`src/design/encr_pkg.sv`:
```
// Shared types and constants for the epsilon-closure removal core.
// Used by the controller, the datapath and the top level; depends on nothing.
package encr_pkg;

	// Fixed widths of the request and result fields
	localparam int IDX_W    = 3;
	localparam int OP_W     = 2;
	localparam int CNT_W    = 4;
	localparam int MASK_W   = 8;
	localparam int CFG_IDX_W = 1;

	// Largest state count the 3-bit state fields can address
	localparam int MAX_ROWS = 8;

	// Default sizes
	localparam int DEF_STATES  = 8;
	localparam int DEF_SYMBOLS = 8;

	// Configuration register indexes
	localparam logic [CFG_IDX_W-1:0] REG_NUM_STATES  = 1'd0;
	localparam logic [CFG_IDX_W-1:0] REG_NUM_SYMBOLS = 1'd1;

	// Request opcodes
	typedef enum logic [OP_W-1:0] {
		OP_EPS     = 2'd0,
		OP_LABEL   = 2'd1,
		OP_COMPUTE = 2'd2,
		OP_CLEAR   = 2'd3
	} op_t;

	// Controller states
	typedef enum logic [2:0] {
		ST_IDLE,
		ST_LD_WR,
		ST_CLOSE,
		ST_COL_RD,
		ST_COL_WAIT,
		ST_COL_WR,
		ST_EMIT
	} ctrl_state_t;

	// Datapath commands
	typedef enum logic [3:0] {
		CMD_NONE,
		CMD_EPS_ADD,
		CMD_EDGE_RD,
		CMD_EDGE_WR,
		CMD_CLEAR,
		CMD_CLOS_INIT,
		CMD_CLOS_STEP,
		CMD_COL_RD,
		CMD_COL_WR,
		CMD_EMIT
	} cmd_op_t;

	typedef struct packed {
		cmd_op_t          op;
		logic [IDX_W-1:0] row;
		logic [IDX_W-1:0] sym;
		logic             last;
	} cmd_t;

	typedef struct packed {
		logic [IDX_W-1:0] ns_last;
		logic [IDX_W-1:0] nsym_last;
	} stat_t;

endpackage

```
`src/design/encr_ctrl.sv`:
```
// Sequencer for the epsilon-closure removal core: loads, closure, merge, emit.
// Depends on encr_pkg; drives the datapath through cmd_t, reads stat_t.
module encr_ctrl
	import encr_pkg::*;
(
	input  logic             clk,
	input  logic             arst_n,
	input  logic             start,
	input  logic [OP_W-1:0]  op,
	output logic             busy,
	input  stat_t            stat,
	output cmd_t             cmd
);

	ctrl_state_t state_q, state_d;
	logic [IDX_W-1:0] row_q, sym_q;
	logic row_end, sym_end;
	op_t req_op;

	assign req_op  = op_t'(op);
	assign row_end = (row_q == stat.ns_last);
	assign sym_end = (sym_q == stat.nsym_last);
	assign busy    = (state_q != ST_IDLE);

	// Next state
	always_comb begin
		state_d = state_q;
		unique case (state_q)
			ST_IDLE: begin
				if (start) begin
					unique case (req_op)
						OP_LABEL:   state_d = ST_LD_WR;
						OP_COMPUTE: state_d = ST_CLOSE;
						default:    state_d = ST_IDLE;
					endcase
				end
			end
			ST_LD_WR:    state_d = ST_IDLE;
			ST_CLOSE:    if (row_end) state_d = ST_COL_RD;
			ST_COL_RD:   if (row_end) state_d = ST_COL_WAIT;
			ST_COL_WAIT: state_d = ST_COL_WR;
			ST_COL_WR: begin
				if (row_end) state_d = sym_end ? ST_EMIT : ST_COL_RD;
			end
			ST_EMIT:     if (row_end && sym_end) state_d = ST_IDLE;
			default:     state_d = ST_IDLE;
		endcase
	end

	// Command outputs
	always_comb begin
		cmd.op   = CMD_NONE;
		cmd.row  = row_q;
		cmd.sym  = sym_q;
		cmd.last = row_end && sym_end;
		unique case (state_q)
			ST_IDLE: begin
				if (start) begin
					unique case (req_op)
						OP_EPS:     cmd.op = CMD_EPS_ADD;
						OP_LABEL:   cmd.op = CMD_EDGE_RD;
						OP_COMPUTE: cmd.op = CMD_CLOS_INIT;
						OP_CLEAR:   cmd.op = CMD_CLEAR;
						default:    cmd.op = CMD_NONE;
					endcase
				end
			end
			ST_LD_WR:    cmd.op = CMD_EDGE_WR;
			ST_CLOSE:    cmd.op = CMD_CLOS_STEP;
			ST_COL_RD:   cmd.op = CMD_COL_RD;
			ST_COL_WAIT: cmd.op = CMD_NONE;
			ST_COL_WR:   cmd.op = CMD_COL_WR;
			ST_EMIT:     cmd.op = CMD_EMIT;
			default:     cmd.op = CMD_NONE;
		endcase
	end

	// State and loop counters
	always_ff @(posedge clk or negedge arst_n) begin
		if (!arst_n) begin
			state_q <= ST_IDLE;
			row_q   <= '0;
			sym_q   <= '0;
		end else begin
			state_q <= state_d;
			unique case (state_q)
				ST_CLOSE, ST_COL_RD: begin
					row_q <= row_end ? '0 : row_q + 1'b1;
				end
				// symbol column is kept across the read wait
				ST_COL_WAIT: ;
				ST_COL_WR: begin
					if (row_end) begin
						row_q <= '0;
						sym_q <= sym_end ? '0 : sym_q + 1'b1;
					end else begin
						row_q <= row_q + 1'b1;
					end
				end
				ST_EMIT: begin
					if (sym_end) begin
						sym_q <= '0;
						row_q <= row_end ? '0 : row_q + 1'b1;
					end else begin
						sym_q <= sym_q + 1'b1;
					end
				end
				default: begin
					row_q <= '0;
					sym_q <= '0;
				end
			endcase
		end
	end

endmodule

```
`src/design/encr_datapath.sv`:
```
// Datapath: count registers, epsilon and closure matrices, edge-row memory,
// column buffer and result registers. Depends on encr_pkg; driven by encr_ctrl.
module encr_datapath
	import encr_pkg::*;
#(
	parameter int STATES  = DEF_STATES,
	parameter int SYMBOLS = DEF_SYMBOLS
) (
	input  logic                 clk,
	input  logic                 arst_n,
	input  logic                 cfg_write,
	input  logic [CFG_IDX_W-1:0] cfg_index,
	input  logic [CNT_W-1:0]     cfg_data,
	input  logic [IDX_W-1:0]     from_state,
	input  logic [IDX_W-1:0]     symbol_index,
	input  logic [IDX_W-1:0]     to_state,
	input  cmd_t                 cmd,
	output stat_t                stat,
	output logic                 strobe,
	output logic [IDX_W-1:0]     row_state,
	output logic [IDX_W-1:0]     row_symbol,
	output logic [MASK_W-1:0]    target_mask,
	output logic                 last
);

	localparam int NROW  = (STATES < MAX_ROWS) ? STATES : MAX_ROWS;
	localparam int RW    = NROW;
	localparam int SW    = $clog2(NROW);
	localparam int DEPTH = NROW * SYMBOLS;
	localparam int AW    = $clog2(DEPTH);

	logic [CNT_W-1:0] num_states_q, num_symbols_q;
	logic [CNT_W-1:0] ns, nsym;
	logic [RW-1:0]    keep;

	logic [RW-1:0] eps_q  [NROW];
	logic [RW-1:0] clos_q [NROW];
	logic [RW-1:0] col_q  [NROW];
	logic [DEPTH-1:0] valid_q, in_range;

	logic [RW-1:0] mem [DEPTH];
	logic [RW-1:0] rdata_q;
	logic          rvalid_q;
	logic          mem_we, mem_re;
	logic [AW-1:0] mem_addr;
	logic [RW-1:0] mem_wdata;
	logic [RW-1:0] merged;

	logic [IDX_W-1:0] from_q, sym_q, to_q;
	logic             eps_ok, edge_ok;

	logic          col_ld_s1;
	logic [SW-1:0] col_idx_s1;
	logic             strobe_s1, last_s1;
	logic [IDX_W-1:0] row_s1, sym_s1;

	// Configuration registers
	always_ff @(posedge clk or negedge arst_n) begin
		if (!arst_n) begin
			num_states_q  <= CNT_W'(DEF_STATES);
			num_symbols_q <= CNT_W'(DEF_SYMBOLS);
		end else if (cfg_write) begin
			unique case (cfg_index)
				REG_NUM_STATES:  num_states_q  <= cfg_data;
				REG_NUM_SYMBOLS: num_symbols_q <= cfg_data;
				default: ;
			endcase
		end
	end

	// Effective counts, clamped into range
	always_comb begin
		if (num_states_q == '0)                ns = CNT_W'(1);
		else if (num_states_q > CNT_W'(NROW))  ns = CNT_W'(NROW);
		else                                   ns = num_states_q;
		if (num_symbols_q == '0)                 nsym = CNT_W'(1);
		else if (num_symbols_q > CNT_W'(SYMBOLS)) nsym = CNT_W'(SYMBOLS);
		else                                     nsym = num_symbols_q;
	end

	assign stat.ns_last   = IDX_W'(ns - CNT_W'(1));
	assign stat.nsym_last = IDX_W'(nsym - CNT_W'(1));

	always_comb begin
		for (int j = 0; j < RW; j++) keep[j] = (CNT_W'(j) < ns);
	end

	// Entries inside the active states-by-symbols window
	for (genvar a = 0; a < DEPTH; a++) begin : g_range
		assign in_range[a] = (CNT_W'(a / SYMBOLS) < ns) && (CNT_W'(a % SYMBOLS) < nsym);
	end

	// Load range checks
	assign eps_ok  = (CNT_W'(from_state) < ns) && (CNT_W'(to_state) < ns);
	assign edge_ok = (CNT_W'(from_q) < ns) && (CNT_W'(to_q) < ns) && (CNT_W'(sym_q) < nsym);

	// Union of buffered column rows over the closure of the current row
	always_comb begin
		merged = '0;
		for (int c = 0; c < NROW; c++) begin
			if (clos_q[cmd.row[SW-1:0]][c]) merged = merged | col_q[c];
		end
	end

	// Memory port control
	always_comb begin
		mem_we    = 1'b0;
		mem_re    = 1'b0;
		mem_addr  = AW'(int'(cmd.row) * SYMBOLS + int'(cmd.sym));
		mem_wdata = merged & keep;
		unique case (cmd.op)
			CMD_EDGE_RD: begin
				mem_re   = 1'b1;
				mem_addr = AW'(int'(from_state) * SYMBOLS + int'(symbol_index));
			end
			CMD_EDGE_WR: begin
				mem_we    = edge_ok;
				mem_addr  = AW'(int'(from_q) * SYMBOLS + int'(sym_q));
				mem_wdata = (rvalid_q ? rdata_q : {RW{1'b0}}) | (RW'(1) << to_q[SW-1:0]);
			end
			CMD_COL_RD, CMD_EMIT: mem_re = 1'b1;
			CMD_COL_WR:           mem_we = 1'b1;
			default: ;
		endcase
	end

	// Edge-row memory, registered read
	always_ff @(posedge clk) begin
		if (mem_we) mem[mem_addr] <= mem_wdata;
		if (mem_re) begin
			rdata_q  <= mem[mem_addr];
			rvalid_q <= valid_q[mem_addr];
		end
	end

	// Per-entry valid bits; an invalid entry reads as zero
	always_ff @(posedge clk or negedge arst_n) begin
		if (!arst_n) begin
			valid_q <= '0;
		end else begin
			unique case (cmd.op)
				CMD_CLEAR:     valid_q <= '0;
				CMD_CLOS_INIT: valid_q <= valid_q & in_range;
				default:       if (mem_we) valid_q[mem_addr] <= 1'b1;
			endcase
		end
	end

	// Epsilon and closure matrices
	always_ff @(posedge clk or negedge arst_n) begin
		if (!arst_n) begin
			for (int i = 0; i < NROW; i++) begin
				eps_q[i]  <= '0;
				clos_q[i] <= '0;
			end
		end else begin
			unique case (cmd.op)
				CMD_CLEAR: begin
					for (int i = 0; i < NROW; i++) begin
						eps_q[i]  <= '0;
						clos_q[i] <= '0;
					end
				end
				CMD_EPS_ADD: begin
					if (eps_ok) begin
						eps_q[from_state[SW-1:0]] <= eps_q[from_state[SW-1:0]] |
							(RW'(1) << to_state[SW-1:0]);
					end
				end
				CMD_CLOS_INIT: begin
					for (int i = 0; i < NROW; i++) begin
						clos_q[i] <= keep[i] ? ((eps_q[i] | (RW'(1) << i)) & keep) : '0;
					end
				end
				CMD_CLOS_STEP: begin
					// one Warshall pivot: row k is unchanged during its own step
					for (int i = 0; i < NROW; i++) begin
						if (clos_q[i][cmd.row[SW-1:0]])
							clos_q[i] <= clos_q[i] | clos_q[cmd.row[SW-1:0]];
					end
				end
				default: ;
			endcase
		end
	end

	// Latched labeled-edge request for the read-modify-write
	always_ff @(posedge clk) begin
		if (cmd.op == CMD_EDGE_RD) begin
			from_q <= from_state;
			sym_q  <= symbol_index;
			to_q   <= to_state;
		end
	end

	// Column buffer fill, in the cycle after the read
	always_ff @(posedge clk or negedge arst_n) begin
		if (!arst_n) begin
			col_ld_s1 <= 1'b0;
		end else begin
			col_ld_s1 <= (cmd.op == CMD_COL_RD);
		end
	end

	always_ff @(posedge clk) begin
		col_idx_s1 <= cmd.row[SW-1:0];
		if (col_ld_s1) col_q[col_idx_s1] <= rvalid_q ? rdata_q : '0;
	end

	// Result stage, aligned with the memory read data
	always_ff @(posedge clk or negedge arst_n) begin
		if (!arst_n) begin
			strobe_s1 <= 1'b0;
		end else begin
			strobe_s1 <= (cmd.op == CMD_EMIT);
		end
	end

	always_ff @(posedge clk) begin
		if (cmd.op == CMD_EMIT) begin
			row_s1  <= cmd.row;
			sym_s1  <= cmd.sym;
			last_s1 <= cmd.last;
		end
	end

	assign strobe      = strobe_s1;
	assign row_state   = row_s1;
	assign row_symbol  = sym_s1;
	assign last        = last_s1;
	assign target_mask = MASK_W'(rvalid_q ? rdata_q : {RW{1'b0}});

endmodule

```
`src/design/epsilon_nfa_closure_removal_core.sv`:
```
// Epsilon-closure removal core: loads an automaton by request, then emits
// epsilon-free transition rows. A request is taken when start is high and busy
// is low; epsilon-edge and clear requests leave busy low. A labeled-edge
// request is a read-modify-write of the edge-row memory. A compute request
// keeps busy high through a Warshall pivot per state, then per symbol a column
// read, a wait and a column write-back through the single memory port, then one
// memory read per result; its last result leaves in the cycle after the last
// busy cycle. Results leave one a cycle, state major and symbol minor, each
// valid for exactly one cycle with strobe high; they cannot be held off, so the
// receiver must take them as they come. Depends on encr_pkg.
module epsilon_nfa_closure_removal_core
	import encr_pkg::*;
#(
	parameter int STATES  = DEF_STATES,
	parameter int SYMBOLS = DEF_SYMBOLS
) (
	input  logic                 clk,
	input  logic                 arst_n,
	input  logic                 cfg_write,
	input  logic [CFG_IDX_W-1:0] cfg_index,
	input  logic [CNT_W-1:0]     cfg_data,
	input  logic                 start,
	output logic                 busy,
	input  logic [OP_W-1:0]      op,
	input  logic [IDX_W-1:0]     from_state,
	input  logic [IDX_W-1:0]     symbol_index,
	input  logic [IDX_W-1:0]     to_state,
	output logic                 strobe,
	output logic [IDX_W-1:0]     row_state,
	output logic [IDX_W-1:0]     row_symbol,
	output logic [MASK_W-1:0]    target_mask,
	output logic                 last
);

	cmd_t  cmd;
	stat_t stat;

	encr_ctrl u_ctrl (
		.clk    (clk),
		.arst_n (arst_n),
		.start  (start),
		.op     (op),
		.busy   (busy),
		.stat   (stat),
		.cmd    (cmd)
	);

	encr_datapath #(
		.STATES  (STATES),
		.SYMBOLS (SYMBOLS)
	) u_datapath (
		.clk          (clk),
		.arst_n       (arst_n),
		.cfg_write    (cfg_write),
		.cfg_index    (cfg_index),
		.cfg_data     (cfg_data),
		.from_state   (from_state),
		.symbol_index (symbol_index),
		.to_state     (to_state),
		.cmd          (cmd),
		.stat         (stat),
		.strobe       (strobe),
		.row_state    (row_state),
		.row_symbol   (row_symbol),
		.target_mask  (target_mask),
		.last         (last)
	);

endmodule
```
`config.mk`:
```
export PLATFORM = sky130hd
export DESIGN_NAME = epsilon_nfa_closure_removal_core
export DESIGN_NICKNAME = d
export VERILOG_FILES = /design/src/design/encr_pkg.sv /design/src/design/encr_ctrl.sv /design/src/design/encr_datapath.sv /design/src/design/epsilon_nfa_closure_removal_core.sv
export SDC_FILE = /design/constraint.sdc
export NUM_CORES = 1
export LEC_CHECK = 0
export BUFFER_PORTS_ARGS = -buffer_cell sky130_fd_sc_hd__buf_2
export CAP_MARGIN = 20
export CORE_MARGIN = 2
export CORE_UTILIZATION = 40
export CTS_BUF_LIST = sky130_fd_sc_hd__clkbuf_2 sky130_fd_sc_hd__clkbuf_4 sky130_fd_sc_hd__clkbuf_8
export DETAILED_ROUTE_END_ITERATION = 7
export HOLD_SLACK_MARGIN = 0.15
export SLEW_MARGIN = 0
export SYNTH_ARGS = -nofsm -noshare
export SYNTH_HDL_FRONTEND = slang
export SYNTH_SLANG_ARGS = --single-unit
```
`constraint.sdc`:
```
create_clock -name clk -period 5.47 [get_ports clk]
set_input_delay 1.094 -clock clk [delete_from_list [all_inputs] [get_ports clk]]
set_output_delay 1.094 -clock clk [all_outputs]
set_load 0.05 [all_outputs]
```
==> metrics.yaml <==
clk_pin_slew_ns: 0.06
synth_seq_area_share_pct: 66.5
critical_path.top_delay_family: "simple AND/OR/NAND/NOR gates"
grt_pass1_wl_um: 171000
power_density_nw_per_um2: 492
timing.rr.start: "u_ctrl.state_q[1]$_DFFE_PN0P_"
worstSetupStartpointType: "register"
gp_congestion: 0.986
finClkSkew_ns: 0.0510
clock_sinks: 815
die_y_um: 301
ff2ff_path_depth: 11
synthArstFlopShare_pct: 25.9
rows: 108
insertion_delay_ns: 0.84
crit_path_max_fanout: 31
multi_input_area_um2: 11100
drt-vias-per-instance: 6.22
syn_inst: 2594
slew_violations: 0
layout_setup_ws_ns: 0.806
wl_um: 118000
nNetsFinal: 2813
grt_overflow: 0
root_buffer: "clkbuf_8"
grt_antenna_before_repair: 4
synth_seq_cells: 815
netlist_area_um2: 35200
cts_tree: "built"
ys_types: 92
die_w_um: 301
dpl_worst_slack_ns: 0.270
wl_per_cell_um: 29.2
io_buffer_count: 36
start_util_pct: 40.4
status: "completed"
crit_buf_inv: 3
post-route-period-util_pct: 85.3
drcViolationCount: 0
slowest_delay_ns: 0.75
yosys_most_used_dff: "edfxtp_1"
cts_hold_buf: 0
io_pins: 37
synth_nets: 2631
vias: 25128
crit_slowest_cell: "dfrtp_1"
hold_path.class: "in -> async"
slew_headroom_pct: 16.7
dr.pass1.iters: 6
final_cell_mix: "edfxtp_1 (601), nand2_1 (250), dfrtp_1 (207), buf_4 (161), o21ai_0 (155)"
leakagePower_uw: 0.0149
post-route-util_pct: 46.5
fin_tns_setup_ns: 0
finalSetupViolCount: 0
fmax_mhz: 214
worst_pin_slew_ns: 1.25
area_growth_pct: 14.9
numCtsBuffers: 137
r2r_end: "u_datapath.rdata_q[2]$_DFFE_PP_"
seq_area_um2: 23400
grt_usage_pct: 26.0
grt_pass1_vias: 24602
path_cells: "or3b_2, o22ai_2, nor2_4, buf_12, mux2_2, a22oi_1, o32ai_1, a2111oi_0, dlymetal6s2s_1, buf_4, nand3_1"
worst_ep_arrival_time_ns: 5.23
postCtsSetupRepairBufs: 0
period_minus_slack_ns: 4.66
ir_worst_vdd_v: 0.000341
max_cap_viol_count: 0
final_antenna_net_count: 0
fillers: 7680
endpoint_kind: "register"
cts.path.max_buffers: 3
syn_avg_cell_area_um2: 13.6
ff2ff_setup_slack_ns: 0.81
critPathKind: "reg -> reg"
cts_resized: 0
core_um2: 87000
drtIter0Drc: 3297
hold_viol: 0
worstPathRequired_ns: 6.03
grt_max_degree: 114
mostFrequentLayoutCell: "edfxtp_1"
die-area_um2: 90400
ys_warn_count: 0
grt_setup_unrepaired: "no"
dpl.hpwl_um: 80400
drive_gt1_share_pct: 21.2
cts_max_level: 4
synth_edf_count: 601
## cell type report
class,count,area share (%)
multi-input combinational,1596,27.5
clock buffer,201,6.02
tap,1155,3.57
clock inverter,47,1.04
timing repair buffer,208,3.89
antenna,2,0.0124
inverter,18,0.167
sequential,815,57.8
## cell usage after synthesis (54+ instances only)
cell	number	share of area (%)
edfxtp_1	601	51
nand2_1	255	2.7
dfrtp_1	209	15
o21ai_0	158	2.2
nor2_1	124	1.3
a21oi_1	107	1.5
a22oi_1	95	2.0
clkbuf_1	84	0.90
a22o_1	80	2.0
mux2_2	74	2.4
mux2i_1	64	1.8
a221oi_1	63	1.6
nand3_1	60	0.85
nor3_1	54	0.77
## per-stage QoR
stage          area [um^2]  cells  power (uW)  hold slack [ns]
2_1_floorplan        35200   2594       11400            0.383
3_3_place_gp         37500   3785       14100            0.460
3_5_place_dp         37500   3787       14200            0.462
4_1_cts              40400   4035       19800            0.304
5_1_grt              40400   4042       20500            0.337
6_report             40400   4042       19900            0.265
## state kept, by name, indices dropped and copies added, names as in the netlist, 4 cells and up
name,count
u_datapath.num_states_q,4
u_datapath.col_q,64
u_datapath.mem,512
u_datapath.rdata_q,8
u_datapath.num_symbols_q,4
u_datapath.clos_q,64
u_datapath.valid_q,64
u_datapath.eps_q,64
## kinds of logic after synthesis
family,after synthesis,synth area share [%]
AOI/OAI and AO/OA,770,15.7
xor gates and xnor gates,9,0.224
adders and majority gates,17,0.604
buffers and inverters,183,2.34
DFF,815,66.5
muxes,176,6.49
and+or+nand+nor,624,8.21
## per-layer routing
layer / GRT usage [%] / vias to the layer above / wire (um)
met5: 0 / - / 8
met4: 12.0 / 2 / 5470
met3: 5.94 / 293 / 11800
met2: 39.1 / 1490 / 52400
met1: 36.0 / 12741 / 48600
li1: - / 10602 / -
## worst max-delay path by stage
stage / startpoint / endpoint / slack [ns] / depth (start not counted)
after floorplan: u_ctrl.state_q[1]$_DFFE_PN0P_ / u_datapath.mem[0][5]$_DFFE_PP_ / 0.86 / 5
after global placement: op[0] / u_datapath.rdata_q[2]$_DFFE_PP_ / 0.34 / 12
after CTS: u_ctrl.state_q[1]$_DFFE_PN0P_ / u_datapath.rdata_q[2]$_DFFE_PP_ / 0.50 / 10
after global routing: u_ctrl.state_q[1]$_DFFE_PN0P_ / u_datapath.rdata_q[2]$_DFFE_PP_ / 0.58 / 11
after detailed placement: op[0] / u_datapath.rdata_q[2]$_DFFE_PP_ / 0.27 / 12
final: u_ctrl.state_q[1]$_DFFE_PN0P_ / u_datapath.rdata_q[2]$_DFFE_PP_ / 0.81 / 11
## power breakdown
part	internal, uW	switching [uW]
clock network	3050	2600
registers	7530	280
logic	1830	4580
## worst register-to-register path, cell delays in order (launching register included)
cell            delay [ns]
dfrtp_1               0.75
or3b_2                0.63
o22ai_2               0.26
nor2_4                0.71
buf_12                0.31
mux2_2                0.39
a22oi_1               0.39
o32ai_1               0.18
a2111oi_0             0.33
dlymetal6s2s_1        0.26
buf_4                 0.15
nand3_1               0.06
Note: power is estimated with default switching activity, not from simulation.
